$ cat src/hw/rtl/ega_pkg.sv
// Shared types, widths and constants for the epsilon-greedy bandit agent.
// No dependencies; imported by epsilon_greedy_bandit_agent.
`timescale 1ns / 1ps
`default_nettype none

package ega_pkg;

  // Field widths.
  localparam int EpsW    = 17;   // epsilon_level
  localparam int ArmCntW = 5;    // arm_count
  localparam int SampleW = 16;   // uniform_sample
  localparam int RArmW   = 4;    // random_arm, chosen_arm
  localparam int ValW    = 32;   // Q16.16 reward and estimate
  localparam int CntW    = 32;   // pull count

  // Stream and config port widths.
  localparam int InTdataW  = 56;
  localparam int OutTdataW = 72;
  localparam int CfgAddrW  = 2;
  localparam int CfgDataW  = EpsW;

  // Datapath: one shared adder, magnitude of (reward - estimate) fits 33 bits.
  localparam int AluW = 35;
  localparam int DivW = 33;

  // Defaults and reset values.
  localparam int MaxArmsDefault = 16;
  localparam logic [EpsW-1:0]    EpsReset    = 17'd6554;
  localparam logic [ArmCntW-1:0] ArmCntReset = 5'd10;

  typedef enum logic [CfgAddrW-1:0] {
    CFG_EPSILON   = 2'd0,
    CFG_ARM_COUNT = 2'd1
  } cfg_idx_e;

  function automatic logic [AluW-1:0] sext_val(input logic [ValW-1:0] v);
    sext_val = {{(AluW-ValW){v[ValW-1]}}, v};
  endfunction

endpackage

`default_nettype wire

$ cat src/hw/rtl/epsilon_greedy_bandit_agent.sv
// Epsilon-greedy bandit agent: sequencer, estimate/count tables, shared adder; uses ega_pkg.
// Steps: explore fetches, then responds; greedy scans the arms in use; reward fetches,
//   takes the magnitude, runs 33 restoring divide steps on the one shared adder, restores
//   the sign, adds and writes back. Words are taken one at a time; the next is taken
//   the cycle after the result enters the output register.
// Reset: async active low; clears valid bits, last arm, output register; config to defaults.
`timescale 1ns / 1ps
`default_nettype none

module epsilon_greedy_bandit_agent
  import ega_pkg::*;
#(
  parameter int MAX_ARMS = MaxArmsDefault
) (
  input  wire logic                 clk_i,
  input  wire logic                 rst_ni,
  // Configuration write port.
  input  wire logic                 cfg_we_i,
  input  wire logic [CfgAddrW-1:0]  cfg_addr_i,
  input  wire logic [CfgDataW-1:0]  cfg_wdata_i,
  // Input stream.
  input  wire logic                 s_axis_tvalid_i,
  output      logic                 s_axis_tready_o,
  // tdata: uniform_sample[15:0], random_arm[19:16], reward_value[51:20], zero pad
  input  wire logic [InTdataW-1:0]  s_axis_tdata_i,
  // tuser: func[0]
  input  wire logic                 s_axis_tuser_i,
  // Output stream.
  output      logic                 m_axis_tvalid_o,
  input  wire logic                 m_axis_tready_i,
  // tdata: chosen_arm[3:0], explored[4], new_estimate[36:5], pull_count[68:37],
  //        zero pad
  output      logic [OutTdataW-1:0] m_axis_tdata_o
);

  localparam int ArmW = (MAX_ARMS > 1) ? $clog2(MAX_ARMS) : 1;
  localparam int BitW = $clog2(DivW + 1);

  typedef enum logic [2:0] {
    S_IDLE,   // wait for a word
    S_FETCH,  // table entry arrives
    S_SCAN,   // greedy scan, one arm per cycle
    S_ABS,    // take magnitude of the difference
    S_DIV,    // one quotient bit per cycle
    S_SIGN,   // restore quotient sign
    S_ADD,    // estimate + quotient, clamp, write back
    S_RESP    // hand result to the output register
  } state_e;

  // ---------------------------------------------------------------------------
  // Control and configuration state.
  // ---------------------------------------------------------------------------
  state_e               state_q;
  logic [EpsW-1:0]      eps_q;
  logic [ArmCntW-1:0]   arm_count_q;
  logic [ArmW-1:0]      last_arm_q;
  logic [MAX_ARMS-1:0]  valid_q;
  logic                 out_valid_q;
  logic [RArmW-1:0]     out_arm_q;
  logic                 out_expl_q;
  logic [ValW-1:0]      out_est_q;
  logic [CntW-1:0]      out_cnt_q;

  // Datapath registers.
  logic                 func_q;
  logic [ValW-1:0]      reward_q;
  logic [ArmW-1:0]      last_q;
  logic [ArmW-1:0]      scan_idx_q;
  logic [ArmW-1:0]      best_idx_q;
  logic [ValW-1:0]      best_est_q;
  logic [CntW-1:0]      best_cnt_q;
  logic [ValW-1:0]      est_q;
  logic [CntW-1:0]      cnt_q;
  logic [AluW-1:0]      diff_q;
  logic                 diff_neg_q;
  logic [CntW-1:0]      rem_q;
  logic [DivW-1:0]      quo_q;
  logic [BitW-1:0]      bit_q;
  logic [AluW-1:0]      q_q;
  logic [ArmW-1:0]      res_arm_q;
  logic                 res_expl_q;
  logic [ValW-1:0]      res_est_q;
  logic [CntW-1:0]      res_cnt_q;

  // Table memories and registered read port.
  logic [ValW-1:0]      est_mem [MAX_ARMS];
  logic [CntW-1:0]      cnt_mem [MAX_ARMS];
  logic [ValW-1:0]      est_rd_q;
  logic [CntW-1:0]      cnt_rd_q;
  logic                 vld_rd_q;

  // ---------------------------------------------------------------------------
  // Input decode.
  // ---------------------------------------------------------------------------
  logic [SampleW-1:0] in_sample;
  logic [RArmW-1:0]   in_rarm;
  logic [ValW-1:0]    in_reward;
  logic               in_func;
  logic               s_acc;

  assign in_sample = s_axis_tdata_i[15:0];
  assign in_rarm   = s_axis_tdata_i[19:16];
  assign in_reward = s_axis_tdata_i[51:20];
  assign in_func   = s_axis_tuser_i;

  assign s_axis_tready_o = (state_q == S_IDLE);
  assign s_acc           = s_axis_tvalid_i && s_axis_tready_o;

  // Highest arm index in use: zero arms count as one, clip to the table.
  logic [ArmW-1:0] last_w;
  always_comb begin
    if (arm_count_q == '0) begin
      last_w = '0;
    end else if (32'(arm_count_q) > MAX_ARMS) begin
      last_w = ArmW'(MAX_ARMS - 1);
    end else begin
      last_w = ArmW'(arm_count_q - 5'd1);
    end
  end

  logic            explore_w;
  logic [ArmW-1:0] rarm_arm;
  assign explore_w = ({1'b0, in_sample} <= eps_q);
  // Random arm past the arms in use saturates to the last one.
  assign rarm_arm  = (32'(in_rarm) > 32'(last_w)) ? last_w : ArmW'(in_rarm);

  // Entries never written read as zero.
  logic [ValW-1:0] est_rd_w;
  logic [CntW-1:0] cnt_rd_w;
  assign est_rd_w = vld_rd_q ? est_rd_q : '0;
  assign cnt_rd_w = vld_rd_q ? cnt_rd_q : '0;

  // Read address: one port shared by fetch and scan.
  logic            rd_en;
  logic [ArmW-1:0] rd_addr;
  always_comb begin
    rd_en   = 1'b0;
    rd_addr = '0;
    if (state_q == S_IDLE) begin
      rd_en = s_acc;
      if (in_func) begin
        rd_addr = last_arm_q;
      end else if (explore_w) begin
        rd_addr = rarm_arm;
      end
    end else if (state_q == S_SCAN) begin
      rd_en   = 1'b1;
      rd_addr = scan_idx_q + 1'b1;
    end
  end

  // ---------------------------------------------------------------------------
  // Shared adder: compare, difference, magnitude, divide step, sign, sum.
  // ---------------------------------------------------------------------------
  logic [AluW-1:0] alu_a;
  logic [AluW-1:0] alu_b;
  logic            alu_sub;
  logic [AluW-1:0] alu_res;

  always_comb begin
    alu_a   = '0;
    alu_b   = '0;
    alu_sub = 1'b1;
    unique case (state_q)
      S_SCAN: begin
        alu_a = sext_val(est_rd_w);
        alu_b = sext_val(best_est_q);
      end
      S_FETCH: begin
        alu_a = sext_val(reward_q);
        alu_b = sext_val(est_rd_w);
      end
      S_ABS:  alu_b = diff_q;
      S_DIV: begin
        alu_a = AluW'({rem_q, quo_q[DivW-1]});
        alu_b = AluW'(cnt_q);
      end
      S_SIGN: alu_b = AluW'(quo_q);
      S_ADD: begin
        alu_a   = sext_val(est_q);
        alu_b   = q_q;
        alu_sub = 1'b0;
      end
      default: ;
    endcase
    alu_res = alu_a + (alu_sub ? ~alu_b : alu_b) + AluW'(alu_sub);
  end

  // Scan: take the first arm, then only a strictly larger estimate.
  logic scan_take;
  logic scan_end;
  assign scan_take = (scan_idx_q == '0) ||
                     (!alu_res[AluW-1] && (alu_res != '0));
  assign scan_end  = (scan_idx_q == last_q);

  // Divide step and the clamped new estimate.
  logic [CntW:0]   div_shift;
  logic            div_ge;
  logic            sat_hi;
  logic            sat_lo;
  logic [ValW-1:0] est_new;
  assign div_shift = {rem_q, quo_q[DivW-1]};
  assign div_ge    = !alu_res[AluW-1];
  assign sat_hi    = !alu_res[AluW-1] && (alu_res[AluW-2:ValW-1] != '0);
  assign sat_lo    = alu_res[AluW-1] && (alu_res[AluW-2:ValW-1] != '1);
  assign est_new   = sat_hi ? {1'b0, {(ValW-1){1'b1}}} :
                     sat_lo ? {1'b1, {(ValW-1){1'b0}}} : alu_res[ValW-1:0];

  // ---------------------------------------------------------------------------
  // Sequencer, config registers, valid bits and output register.
  // ---------------------------------------------------------------------------
  always_ff @(posedge clk_i or negedge rst_ni) begin
    if (!rst_ni) begin
      state_q     <= S_IDLE;
      eps_q       <= EpsReset;
      arm_count_q <= ArmCntReset;
      last_arm_q  <= '0;
      valid_q     <= '0;
      out_valid_q <= 1'b0;
      out_arm_q   <= '0;
      out_expl_q  <= 1'b0;
      out_est_q   <= '0;
      out_cnt_q   <= '0;
    end else begin
      if (cfg_we_i) begin
        unique case (cfg_addr_i)
          CFG_EPSILON:   eps_q       <= cfg_wdata_i;
          CFG_ARM_COUNT: arm_count_q <= cfg_wdata_i[ArmCntW-1:0];
          default: ;
        endcase
      end

      // Load a waiting result once the output register is free; otherwise
      // drop the output word once taken.
      if ((state_q == S_RESP) && (!out_valid_q || m_axis_tready_i)) begin
        out_valid_q <= 1'b1;
        out_arm_q   <= RArmW'(res_arm_q);
        out_expl_q  <= res_expl_q;
        out_est_q   <= res_est_q;
        out_cnt_q   <= res_cnt_q;
      end else if (m_axis_tready_i) begin
        out_valid_q <= 1'b0;
      end

      unique case (state_q)
        S_IDLE: begin
          if (s_acc) begin
            if (in_func) begin
              state_q <= S_FETCH;
            end else if (explore_w) begin
              last_arm_q <= rarm_arm;
              state_q    <= S_FETCH;
            end else begin
              state_q <= S_SCAN;
            end
          end
        end
        S_FETCH: state_q <= func_q ? S_ABS : S_RESP;
        S_SCAN: begin
          if (scan_end) begin
            last_arm_q <= scan_take ? scan_idx_q : best_idx_q;
            state_q    <= S_RESP;
          end
        end
        S_ABS: state_q <= S_DIV;
        S_DIV: begin
          if (bit_q == BitW'(DivW - 1)) begin
            state_q <= S_SIGN;
          end
        end
        S_SIGN: state_q <= S_ADD;
        S_ADD: begin
          valid_q[res_arm_q] <= 1'b1;
          state_q            <= S_RESP;
        end
        S_RESP: begin
          // Hold until the output register is free.
          if (!out_valid_q || m_axis_tready_i) begin
            state_q <= S_IDLE;
          end
        end
        default: state_q <= S_IDLE;
      endcase
    end
  end

  // ---------------------------------------------------------------------------
  // Datapath registers.
  // ---------------------------------------------------------------------------
  always_ff @(posedge clk_i) begin
    unique case (state_q)
      S_IDLE: begin
        if (s_acc) begin
          func_q     <= in_func;
          reward_q   <= in_reward;
          last_q     <= last_w;
          scan_idx_q <= '0;
          res_expl_q <= !in_func && explore_w;
          res_arm_q  <= in_func ? last_arm_q : rarm_arm;
        end
      end
      S_FETCH: begin
        if (func_q) begin
          cnt_q  <= (cnt_rd_w == '1) ? cnt_rd_w : cnt_rd_w + 1'b1;
          est_q  <= est_rd_w;
          diff_q <= alu_res;
        end else begin
          res_est_q <= est_rd_w;
          res_cnt_q <= cnt_rd_w;
        end
      end
      S_SCAN: begin
        if (scan_take) begin
          best_idx_q <= scan_idx_q;
          best_est_q <= est_rd_w;
          best_cnt_q <= cnt_rd_w;
        end
        scan_idx_q <= scan_idx_q + 1'b1;
        if (scan_end) begin
          res_arm_q <= scan_take ? scan_idx_q : best_idx_q;
          res_est_q <= scan_take ? est_rd_w : best_est_q;
          res_cnt_q <= scan_take ? cnt_rd_w : best_cnt_q;
        end
      end
      S_ABS: begin
        diff_neg_q <= diff_q[AluW-1];
        quo_q      <= diff_q[AluW-1] ? alu_res[DivW-1:0] : diff_q[DivW-1:0];
        rem_q      <= '0;
        bit_q      <= '0;
      end
      S_DIV: begin
        rem_q <= div_ge ? alu_res[CntW-1:0] : div_shift[CntW-1:0];
        quo_q <= {quo_q[DivW-2:0], div_ge};
        bit_q <= bit_q + 1'b1;
      end
      S_SIGN: q_q <= diff_neg_q ? alu_res : AluW'(quo_q);
      S_ADD: begin
        res_est_q <= est_new;
        res_cnt_q <= cnt_q;
      end
      default: ;
    endcase
  end

  // Table memories: one write in S_ADD, one registered read.
  always_ff @(posedge clk_i) begin
    if (state_q == S_ADD) begin
      est_mem[res_arm_q] <= est_new;
      cnt_mem[res_arm_q] <= cnt_q;
    end
    if (rd_en) begin
      est_rd_q <= est_mem[rd_addr];
      cnt_rd_q <= cnt_mem[rd_addr];
      vld_rd_q <= valid_q[rd_addr];
    end
  end

  assign m_axis_tvalid_o = out_valid_q;
  assign m_axis_tdata_o  = {3'b000, out_cnt_q, out_est_q, out_expl_q, out_arm_q};

  // ---------------------------------------------------------------------------
  // Assertions.
  // ---------------------------------------------------------------------------
  a_rem_below_divisor: assert property (@(posedge clk_i) disable iff (!rst_ni)
    (state_q == S_DIV) |-> (rem_q < cnt_q))
    else $error("divider remainder not below divisor");

  a_scan_in_range: assert property (@(posedge clk_i) disable iff (!rst_ni)
    (state_q == S_SCAN) |-> (scan_idx_q <= last_q))
    else $error("scan index past last arm in use");

  a_update_marks_valid: assert property (@(posedge clk_i) disable iff (!rst_ni)
    (state_q == S_ADD) |=> ((state_q == S_RESP) && valid_q[$past(res_arm_q)]))
    else $error("updated entry not marked valid");

endmodule

`default_nettype wire
$ cat config.mk
export PLATFORM = sky130hd
export DESIGN_NAME = epsilon_greedy_bandit_agent
export DESIGN_NICKNAME = d
export VERILOG_FILES = /design/src/hw/rtl/ega_pkg.sv /design/src/hw/rtl/epsilon_greedy_bandit_agent.sv
export SDC_FILE = /design/constraint.sdc
export NUM_CORES = 2
export LEC_CHECK = 0
export BUFFER_PORTS_ARGS = -buffer_cell sky130_fd_sc_hd__buf_2
export CORE_MARGIN = 2
export CORE_UTILIZATION = 31
export DETAILED_ROUTE_END_ITERATION = 10
export HOLD_SLACK_MARGIN = 0.12
export MAX_ROUTING_LAYER = met4
export SLEW_MARGIN = 20
export SYNTH_ARGS = -nofsm -noshare
export SYNTH_HDL_FRONTEND = slang
export SYNTH_SLANG_ARGS = --single-unit
$ cat constraint.sdc
create_clock -name clk_i -period 9.3 [get_ports clk_i]
set_input_delay 2.325 -clock clk_i [delete_from_list [all_inputs] [get_ports clk_i]]
set_output_delay 2.325 -clock clk_i [all_outputs]
set_load 0.05 [all_outputs]
==> impl_metrics.tcl <==
set metrics [dict create \
    cp_cell_sequence "nand2b_1 -> nor2_4 -> buf_4 -> a221o_1 -> ha_1 -> a21oi_1 -> o21ai_0 -> or2_2 -> o31a_1 -> xnor2_2 -> and4bb_1 -> and4_1 -> nand4_1 -> o31ai_4 -> buf_12 -> buf_4 -> mux2i_1 -> o211ai_1" \
    synthCells 5746 \
    clk_pin_slew_ns 0.07 \
    drt_wl_total_microns 216500 \
    hold_violations 0 \
    cts_setup_buffers 0 \
    worstHoldPathCells 1 \
    synth_top_area_share_pct 64.10 \
    die-area_sq_mm 0.2264 \
    drt_iter0_drc 5840 \
    grt_overflow 0 \
    clock_path_buffers 3 \
    fin_nets 5964 \
    root_buffer "clkbuf_16" \
    fmax_mhz 124.7 \
    synth_top_area_cell "edfxtp_1" \
    crit_type "flip-flop to flip-flop" \
    place_congestion 0.9652 \
    die_h_microns 475.8 \
    holdWs_ns 0.4649 \
    drive_above_1_share_pct 12.54 \
    skew_ns 0.03267 \
    antenna_found_initial 8 \
    endpoint_kind "flip-flop" \
    rsz0062_at_grt "no" \
    cp-start-kind "flip-flop" \
    slew_viol_final 0 \
    fin_crit_ns 8.020 \
    grt_max_degree 177 \
    setup_viol 0 \
    synth_ff_type "edfxtp_1" \
    run_status "complete, no violations" \
    grt_pass1_wl_microns 312700 \
    htreeDepth 4 \
    fin_tns_setup_ns 0 \
    route.detailed.drc 0 \
    viasPerCell 5.385 \
    start_util_pct 31.10 \
    rows 173 \
    cp.arrival_ns 8.47 \
    yosysWarnings 0 \
    synth.distinct_cells 93 \
    synthesis.area_sq_mm 0.06901 \
    critPathMaxStageDelay_ns 0.78 \
    yosys-top-cells-area "edfxtp_1 64%, nand2_1 6.4%, dfrtp_1 3.8%" \
    rr_worst_depth 18 \
    ys_seq_elements 1588 \
    numCtsBuffers 157 \
    vias 48100 \
    placed_area_sq_mm 0.07358 \
    path_common_cell "buf_4" \
    hpwl_microns 129400 \
    avgSynthCellArea_sq_um 12.01 \
    hold_buffers 0 \
    io_pins 155 \
    drt-wirelength-per-cell_microns 24.24 \
    relSlewSlack_pct 23.53 \
    max_cap_violations 0 \
    cts_sinks 1588 \
    synth_edf_count 1473 \
    grt_pass1_vias 45740 \
    worst_slew_pin_slew_ns 1.147 \
    area_delta_synth_final_pct 13.97 \
    cp_max_fo 79 \
    slowest_stage "nor2_4" \
    port_buffers 147 \
    coreArea_sq_mm 0.2219 \
    cts_resized 0 \
    final_area_sq_mm 0.07865 \
    ys_seq_area_share_pct 68.28 \
    hp-class "flip-flop to flip-flop" \
    required_ns 9.74 \
    period_share_pct 86.24 \
    dp_slack_ns 1.422 \
    ant_nets 0 \
    firstDrtPassIters 6 \
    grt_util_all_layers_pct 19.22 \
    postLayoutSetupSlackWorst_ns 1.280 \
    worstSkewPairLatency_ns 0.82 \
    cts_tree "built" \
    die_w_microns 475.8 \
    postSynth.asyncResetShare_pct 7.242 \
]
Yosys cell counts (all sizes together) (22+ instances only):
master / instances
edfxtp: 1473
nand2: 1171
nor2: 563
clkbuf: 328
nand4: 289
nand3: 245
o21ai: 227
a21oi: 160
mux2: 116
dfrtp: 106
nor3: 100
inv: 93
o22ai: 84
mux2i: 73
ha: 59
buf: 54
o211ai: 49
a22oi: 45
and3: 44
a221o: 40
and2: 38
xnor2: 32
or2: 28
a221oi: 24
or3: 22
layout by cell type, fill, tap and decap left out, types with 45 or more instances in the layout:
master     synthesis  final
buf_2             18    146
buf_4              5    138
a22oi_1           45     45
clkbuf_16          0    161
dfrtp_1          106    105
nand4_1          289    289
nor2_1           563    542
nand3_1          245    244
mux2_2           116    116
o211ai_1          49     49
a21oi_1          160    159
nand2_1         1171   1169
inv_1             93     92
o21ai_0          221    219
nor3_1           100     95
ha_1              59     59
o22ai_1           84     84
mux2i_1           73     73
edfxtp_1        1473   1473
kinds of logic (layout without fill, tap and decap cells):
| logic type | after synthesis | count (layout) | share of synthesized area, % |
|---|---|---|---|
| AO/OA/AOI/OAI | 803 | 803 | 7.720 |
| other | 1 | 13 | 0.005434 |
| buffers and inverters | 477 | 676 | 2.720 |
| AND/OR/NAND/NOR | 2577 | 2577 | 16.56 |
| adder cells (fa/ha/maj) | 62 | 62 | 1.128 |
| XOR/XNOR | 49 | 49 | 0.6328 |
| flip-flops | 1588 | 1588 | 68.28 |
| multiplexers | 189 | 189 | 2.952 |
layer usage:
metal | track usage, % | share of wire (%)
met1 | 24.62 | 40
met2 | 30.25 | 47
met3 | 2.812 | 8.5
met4 | 8.581 | 4.6
met5 | - | 0
worst max-delay path, delay by kind of cell (launching register included):
family / cells / cell delay (ns)
XOR/XNOR: 1 / 0.55
AO/OA/AOI/OAI: 6 / 1.71
buffers and inverters: 3 / 1.67
adder cells (fa/ha/maj): 1 / 0.35
multiplexers: 1 / 0.23
AND/OR/NAND/NOR: 6 / 2.52
flip-flops: 1 / 0.51
area by class of cell:
| cell class | instances | area [sq um] |
|---|---|---|
| fill | 21470 | 143200 |
| sequential | 1588 | 47130 |
| multi-input combinational | 3683 | 20350 |
| clock buffer | 206 | 4248 |
| tap | 2975 | 3722 |
| timing repair buffer | 298 | 2029 |
| clock inverter | 77 | 789.5 |
| inverter | 95 | 359.1 |
| antenna | 10 | 25.02 |
state kept, by name, indices dropped and copies added, names as in the netlist, 33 cells and up:
signal and count:
q_q 35, cnt_mem 512, est_mem 512, quo_q 33, diff_q 35
per-stage QoR:
stage,util (%),instances
after floorplan,-,5748
after global placement,33.15,8637
after detailed placement,33.16,8639
after CTS,35.43,8922
after global routing,35.45,8930
final,35.45,8932
path summary, 6_finish.rpt:
kind,start,endpoint,slack (ns)
setup / recovery,state_q[0],res_cnt_q[13],1.28
hold / removal,valid_q[11],valid_q[11],0.46
setup reg to reg,state_q[0],res_cnt_q[13],1.28
hold reg to reg,valid_q[11],valid_q[11],0.46
max in group asynchronous,rst_ni,state_q[2],6.41
min in group asynchronous,rst_ni,out_cnt_q[16],1.55
Power is not shown: default switching activity piles up to over one toggle a cycle in this logic, so the estimate is an artifact.
